### src/sv/lzwe_pkg.sv
package lzwe_pkg;

  localparam int CODE_BITS   = 13;
  localparam int MAX_STRING  = 256;
  localparam int DICT_SIZE   = 1 << CODE_BITS;
  localparam int FIRST_CODE  = 256;
  localparam int LEN_W       = 9;
  localparam int FREE_W      = CODE_BITS + 1;
  localparam int KEY_W       = CODE_BITS + 8;
  localparam int TABLE_BITS  = CODE_BITS + 1;
  localparam int TABLE_DEPTH = 1 << TABLE_BITS;
  localparam int EPOCH_W     = 8;
  localparam int ENTRY_W     = 1 + EPOCH_W + KEY_W + CODE_BITS;
  localparam int ACC_W       = CODE_BITS + 8;
  localparam int CNT_W       = 5;

  typedef enum logic [3:0] {
    ST_CLEAR,
    ST_IDLE,
    ST_DECIDE,
    ST_PROBE,
    ST_CHECK,
    ST_DRAIN,
    ST_TAIL,
    ST_FLUSH,
    ST_END
  } lzwe_state_t;

  typedef struct packed {
    logic accept;
    logic start_str;
    logic emit;
    logic probe_start;
    logic probe_next;
    logic take_match;
    logic insert;
    logic out_load;
    logic flush;
    logic end_msg;
    logic clear_step;
  } lzwe_cmd_t;

  typedef struct packed {
    logic started;
    logic len_cap;
    logic hit;
    logic empty;
    logic cnt_ge8;
    logic cnt_nz;
    logic slot_free;
    logic last;
    logic clear_done;
    logic epoch_wrap;
  } lzwe_status_t;

endpackage

### src/sv/lzwe_ctrl.sv
module lzwe_ctrl import lzwe_pkg::*; (
  input  logic         clk,
  input  logic         rst,
  input  logic         in_valid,
  output logic         in_stall,
  input  lzwe_status_t status,
  output lzwe_cmd_t    cmd
);

  lzwe_state_t state, state_next;

  always_ff @(posedge clk) begin
    if (rst) begin
      state <= ST_CLEAR;
    end else begin
      state <= state_next;
    end
  end

  always_comb begin
    state_next = state;
    cmd        = '0;
    in_stall   = 1'b1;
    case (state)
      ST_CLEAR: begin
        cmd.clear_step = 1'b1;
        if (status.clear_done) state_next = ST_IDLE;
      end
      ST_IDLE: begin
        in_stall = 1'b0;
        if (in_valid) begin
          cmd.accept = 1'b1;
          state_next = ST_DECIDE;
        end
      end
      ST_DECIDE: begin
        if (!status.started) begin
          cmd.start_str = 1'b1;
          state_next    = ST_TAIL;
        end else if (status.len_cap) begin
          cmd.emit      = 1'b1;
          cmd.start_str = 1'b1;
          state_next    = ST_DRAIN;
        end else begin
          cmd.probe_start = 1'b1;
          state_next      = ST_PROBE;
        end
      end
      ST_PROBE: begin
        state_next = ST_CHECK;
      end
      ST_CHECK: begin
        if (status.hit) begin
          cmd.take_match = 1'b1;
          state_next     = ST_TAIL;
        end else if (status.empty) begin
          cmd.emit      = 1'b1;
          cmd.insert    = 1'b1;
          cmd.start_str = 1'b1;
          state_next    = ST_DRAIN;
        end else begin
          cmd.probe_next = 1'b1;
          state_next     = ST_PROBE;
        end
      end
      ST_DRAIN: begin
        if (status.cnt_ge8) begin
          if (status.slot_free) cmd.out_load = 1'b1;
        end else begin
          state_next = ST_TAIL;
        end
      end
      ST_TAIL: begin
        if (status.last) begin
          cmd.emit   = 1'b1;
          state_next = ST_FLUSH;
        end else begin
          state_next = ST_IDLE;
        end
      end
      ST_FLUSH: begin
        cmd.flush = 1'b1;
        if (status.cnt_nz) begin
          if (status.slot_free) cmd.out_load = 1'b1;
        end else begin
          state_next = ST_END;
        end
      end
      ST_END: begin
        cmd.end_msg = 1'b1;
        state_next  = status.epoch_wrap ? ST_CLEAR : ST_IDLE;
      end
      default: begin
        state_next = ST_CLEAR;
      end
    endcase
  end

endmodule

### config.mk
export PLATFORM = sky130hd
export DESIGN_NAME = lzwe_ctrl
export DESIGN_NICKNAME = d
export VERILOG_FILES = /design/src/sv/lzwe_pkg.sv /design/src/sv/lzwe_ctrl.sv
export SDC_FILE = /design/constraint.sdc
export NUM_CORES = 1
export LEC_CHECK = 0
export BUFFER_PORTS_ARGS = -buffer_cell sky130_fd_sc_hd__buf_4
export CORE_AREA = 2 2 39 41
export CTS_CLUSTER_DIAMETER = 50
export DETAILED_ROUTE_END_ITERATION = 8
export DIE_AREA = 0 0 41 43
export HOLD_SLACK_MARGIN = 0.05
export PLACE_DENSITY_LB_ADDON = 0.1
export SYNTH_ARGS = -nofsm -noshare
export SYNTH_HDL_FRONTEND = slang
export SYNTH_SLANG_ARGS = --single-unit
### constraint.sdc
create_clock -name clk -period 2 [get_ports clk]
set_input_delay 0.5 -clock clk [delete_from_list [all_inputs] [get_ports clk]]
set_output_delay 0.5 -clock clk [all_outputs]
set_load 0.01 [all_outputs]
### After elaboration in Yosys (flattened, before gate mapping)

Cells that the tools add are included.

| word-level totals | value |
|---|---|
| flip-flop bits (word level) | 4 |
| bits of input ports | 13 |

| cells by class | value |
|---|---|
| eq/ne operators | 12 |
| mux-type cells | 37 |
| reductions and logical operators | 2 |

Operator list:

| cell | number |
|---|---|
| 4-bit case mux with 9 select lines | 1 |
| 4-bit two-way mux | 6 |
| 1-bit two-way mux | 19 |
| 4-bit by 3-bit equality test with 1-bit output (second input constant) | 4 |
| 3-bit two-way mux | 4 |
| 4-bit by 2-bit equality test with 1-bit output (second input constant) | 2 |
| 2-bit two-way mux | 4 |
| 2-bit != test (second input constant) | 4 |
| 4-bit by 1-bit equality test with 1-bit output (second input constant) | 1 |
| 4-bit equality test (second input constant) | 1 |
| 4-bit zero test | 1 |
| 1-bit case mux with 2 select lines | 2 |
| 4-bit AND reduction | 1 |
| 1-bit case mux with 3 select lines | 1 |

### Longest topological paths before layout

| logic depth | value |
|---|---|
| depth after elaboration | 3 |
| mapped depth | 5 |
| gate-level depth less buffers | 4 |

### Worst setup path before layout

Ideal clock, no wire load.

| timing | value |
|---|---|
| kind | register to output |
| start point | register state[2] |
| end point | output port cmd[10] (netlist bit) |
| arrival | 1.276 ns |
| required time | 1.500 ns |
| setup slack | 0.224 ns |
| cell stages (with the launch flop) | 4 |
| path buffers | 1 |
| cells stage by stage | dfxtp_1 > clkbuf_1 > or4b_1 > nor2_1 |

RTL lines:

| what | line | source |
|---|---|---|
| from (decl) | lzwe_ctrl.sv:10 | `lzwe_state_t state, state_next;` |
| from (signal assigned) | lzwe_ctrl.sv:16 | `state <= state_next;` |
| to (decl) | lzwe_ctrl.sv:7 | `output lzwe_cmd_t cmd` |

==> impl_metrics.env <==
export IMPL_rsz0062_at_grt="true"
export IMPL_power_density_mw_per_mm2=991
export IMPL_seq_area_frac_synth=0.177
export IMPL_synth_top_area_cell="dfxtp_1"
export IMPL_fmax_mhz=507
export IMPL_cts_tree="done"
export IMPL_dp_cells=107
export IMPL_hold_class="input pin to flip-flop"
export IMPL_vias=559
export IMPL_fill_cells=140
export IMPL_dp_hpwl_um=919
export IMPL_async_reset_ff_frac=0
export IMPL_finalNetCount=109
export IMPL_clockBufferDepth=2
export IMPL_setup_viol_count_final=0
export IMPL_largest_reg_flops=4
export IMPL_port_buffer_count=24
export IMPL_start_kind="flip-flop"
export IMPL_crit_arrival_ns=1.47
export IMPL_die_y_um=43
export IMPL_clock_sinks=4
export IMPL_synth_ff_type="dfxtp_1"
export IMPL_ir_worst_vdd_mv=0.552
export IMPL_die_w_um=41
export IMPL_whs_ns=0.460
export IMPL_final_antenna_net_count=0
export IMPL_hold_viol=0
export IMPL_synth_fp_nets=81
export IMPL_hold_depth=2
export IMPL_gr_usage_all_layers=0.149
export IMPL_synth_area_sq_um=452
export IMPL_skew_ns=0.00235
export IMPL_grt_pass1_wl_mm=1.84
export IMPL_setup_slack_ns=0.0294
export IMPL_worstSetupEndpointType="output pin"
export IMPL_multi_input_area_sq_um=353
export IMPL_utilization=0.514
export IMPL_seq_area_sq_um=82.6
export IMPL_overflow=0
export IMPL_routed_wl_mm=1.22
export IMPL_synth_edf_count=0
export IMPL_drt_pre_antenna_iters=4
export IMPL_synth_common_cells="8 x nor2_1, 5 x inv_1, 5 x nor2b_1, 5 x nor3_1"
export IMPL_worstRegToRegCells=5
export IMPL_dp_slack_ns=0.0905
export IMPL_largest_register="state"
export IMPL_worst_skew_pair_late_latency_ns=0.23
export IMPL_ys_warn_count=0
export IMPL_syn_inst=68
export IMPL_n_antenna_cell=0
export IMPL_synth_top_cell_area_share=0.177
export IMPL_tightest_slew_ns=0.261
export IMPL_post_cts_buffers=0
export IMPL_worstSetupPathType="flip-flop to output pin"
export IMPL_rows=14
export IMPL_syn_area_per_cell_sq_um=6.64
export IMPL_power_leakage_nw=0.356
export IMPL_vias_per_cell=5.08
export IMPL_grt_pass1_vias=467
export IMPL_maxCapViolations=0
export IMPL_cts_root_buf="clkbuf_4"
export IMPL_areaGrowthSynthToFinish_pct=57.3
export IMPL_cp_max_fo=4
export IMPL_synth_area_leaders="dfxtp_1 18%, nor2b_1 6.9%, nor2_1 6.6%"
export IMPL_timing_final_crit_period_ns=1.97
export IMPL_grt_start_max_net_pins=15
export IMPL_routedWlPerCell_um=11.1
export IMPL_synth_cell_types=30
export IMPL_start_util=0.326
export IMPL_htreeDepth=1
export IMPL_antenna_found_initial=0
export IMPL_clk_pin_slew_worst_paths_ns=0.03
export IMPL_cp_data_required_time_ns=1.50
export IMPL_cts_buffers=3
export IMPL_yosysMostFrequentCell="nor2_1"
export IMPL_tns_ns=0
export IMPL_drv_slew=0
export IMPL_status="completed"
export IMPL_dieArea_sq_mm=0.00176
export IMPL_layout_cells_non_filler=110
export IMPL_dr_first_iter_drc_count=7
export IMPL_ios=25
export IMPL_drcViolationCount=0
export IMPL_layout_drive_gt1_share=0.426
export IMPL_ys_ff_latch=4
export IMPL_relSlewSlack=0.824
export IMPL_gp_congestion=0.668
export IMPL_core_sq_mm=0.00138
export IMPL_period_share=0.985
export IMPL_reg_top3="state (4)"
-- cells in the final DEF (no fill, tap or decap), types with 2 or more instances in the layout --
cell | netlist | layout
a21oi_1 | 3 | 3
buf_4 | 0 | 27
clkbuf_4 | 0 | 3
dfxtp_1 | 4 | 2
dfxtp_2 | 0 | 2
inv_1 | 5 | 5
nand2_1 | 4 | 4
nand2b_1 | 4 | 3
nand4b_1 | 2 | 2
nor2_1 | 8 | 7
nor2b_1 | 5 | 4
nor3_1 | 5 | 5
nor4_1 | 2 | 2
o21ai_0 | 2 | 2
o21ai_1 | 3 | 3
or4b_4 | 1 | 2
-- worst max-delay path: stages, from the launching register on --
cell      delay [ns]
dfxtp_2         0.31
or4b_4          0.55
nand2b_4        0.17
o31ai_2         0.06
buf_4           0.15
-- per-layer routing --
| metal | up-vias | routed length (um) | track usage |
|---|---|---|---|
| li1 | 296 | - | - |
| met1 | 249 | 542 | 0.197 |
| met2 | 14 | 617 | 0.234 |
| met3 | 0 | 62 | 0.0314 |
| met4 | 0 | 0 | 0.0400 |
| met5 | - | 0 | 0 |
-- layout make-up --
type                       count  share of cell area
clock buffer                   3              0.0317
timing repair buffer          28               0.301
sequential                     4               0.116
multi-input combinational     54               0.496
inverter                       5              0.0264
tap                           16              0.0282
-- stage by stage --
| stage | power [mW] | area (sq um) |
|---|---|---|
| after global routing | 0.766 | 711 |
| after floorplan | 0.414 | 452 |
| after CTS | 0.684 | 691 |
| after detailed placement | 0.578 | 661 |
| final | 0.704 | 711 |
| after global placement | 0.576 | 661 |
-- final timing paths --
| check | start | slack, ns | endpoint |
|---|---|---|---|
| setup / recovery | state[3] | 0.03 | cmd[8] |
| hold / removal | rst | 0.46 | state[2] |
| setup reg to reg | state[0] | 0.58 | state[1] |
| hold reg to reg | state[3] | 0.64 | state[1] |
-- cells by family after synthesis --
kind of cell | count (synthesis) | share of synthesized area
AND/OR/NAND/NOR | 39 | 0.515
multiplexers | 1 | 0.0249
buffers and inverters | 10 | 0.0886
AO/OA/AOI/OAI | 14 | 0.194
flip-flops | 4 | 0.177
-- timing repair --
action	CTS	global route
hold buffers	0	0
endpoints found under the setup margin	1	4
pin swaps	0	1
gates resized for setup	1	7
-- report_power, final --
part	internal, mW	total, mW	switching (mW)
clock	0.0668	0.0954	0.0286
sequential	0.105	0.123	0.0180
combinational	0.238	0.486	0.248
total	0.410	0.704	0.294
Power figures use the tool's default switching activity.
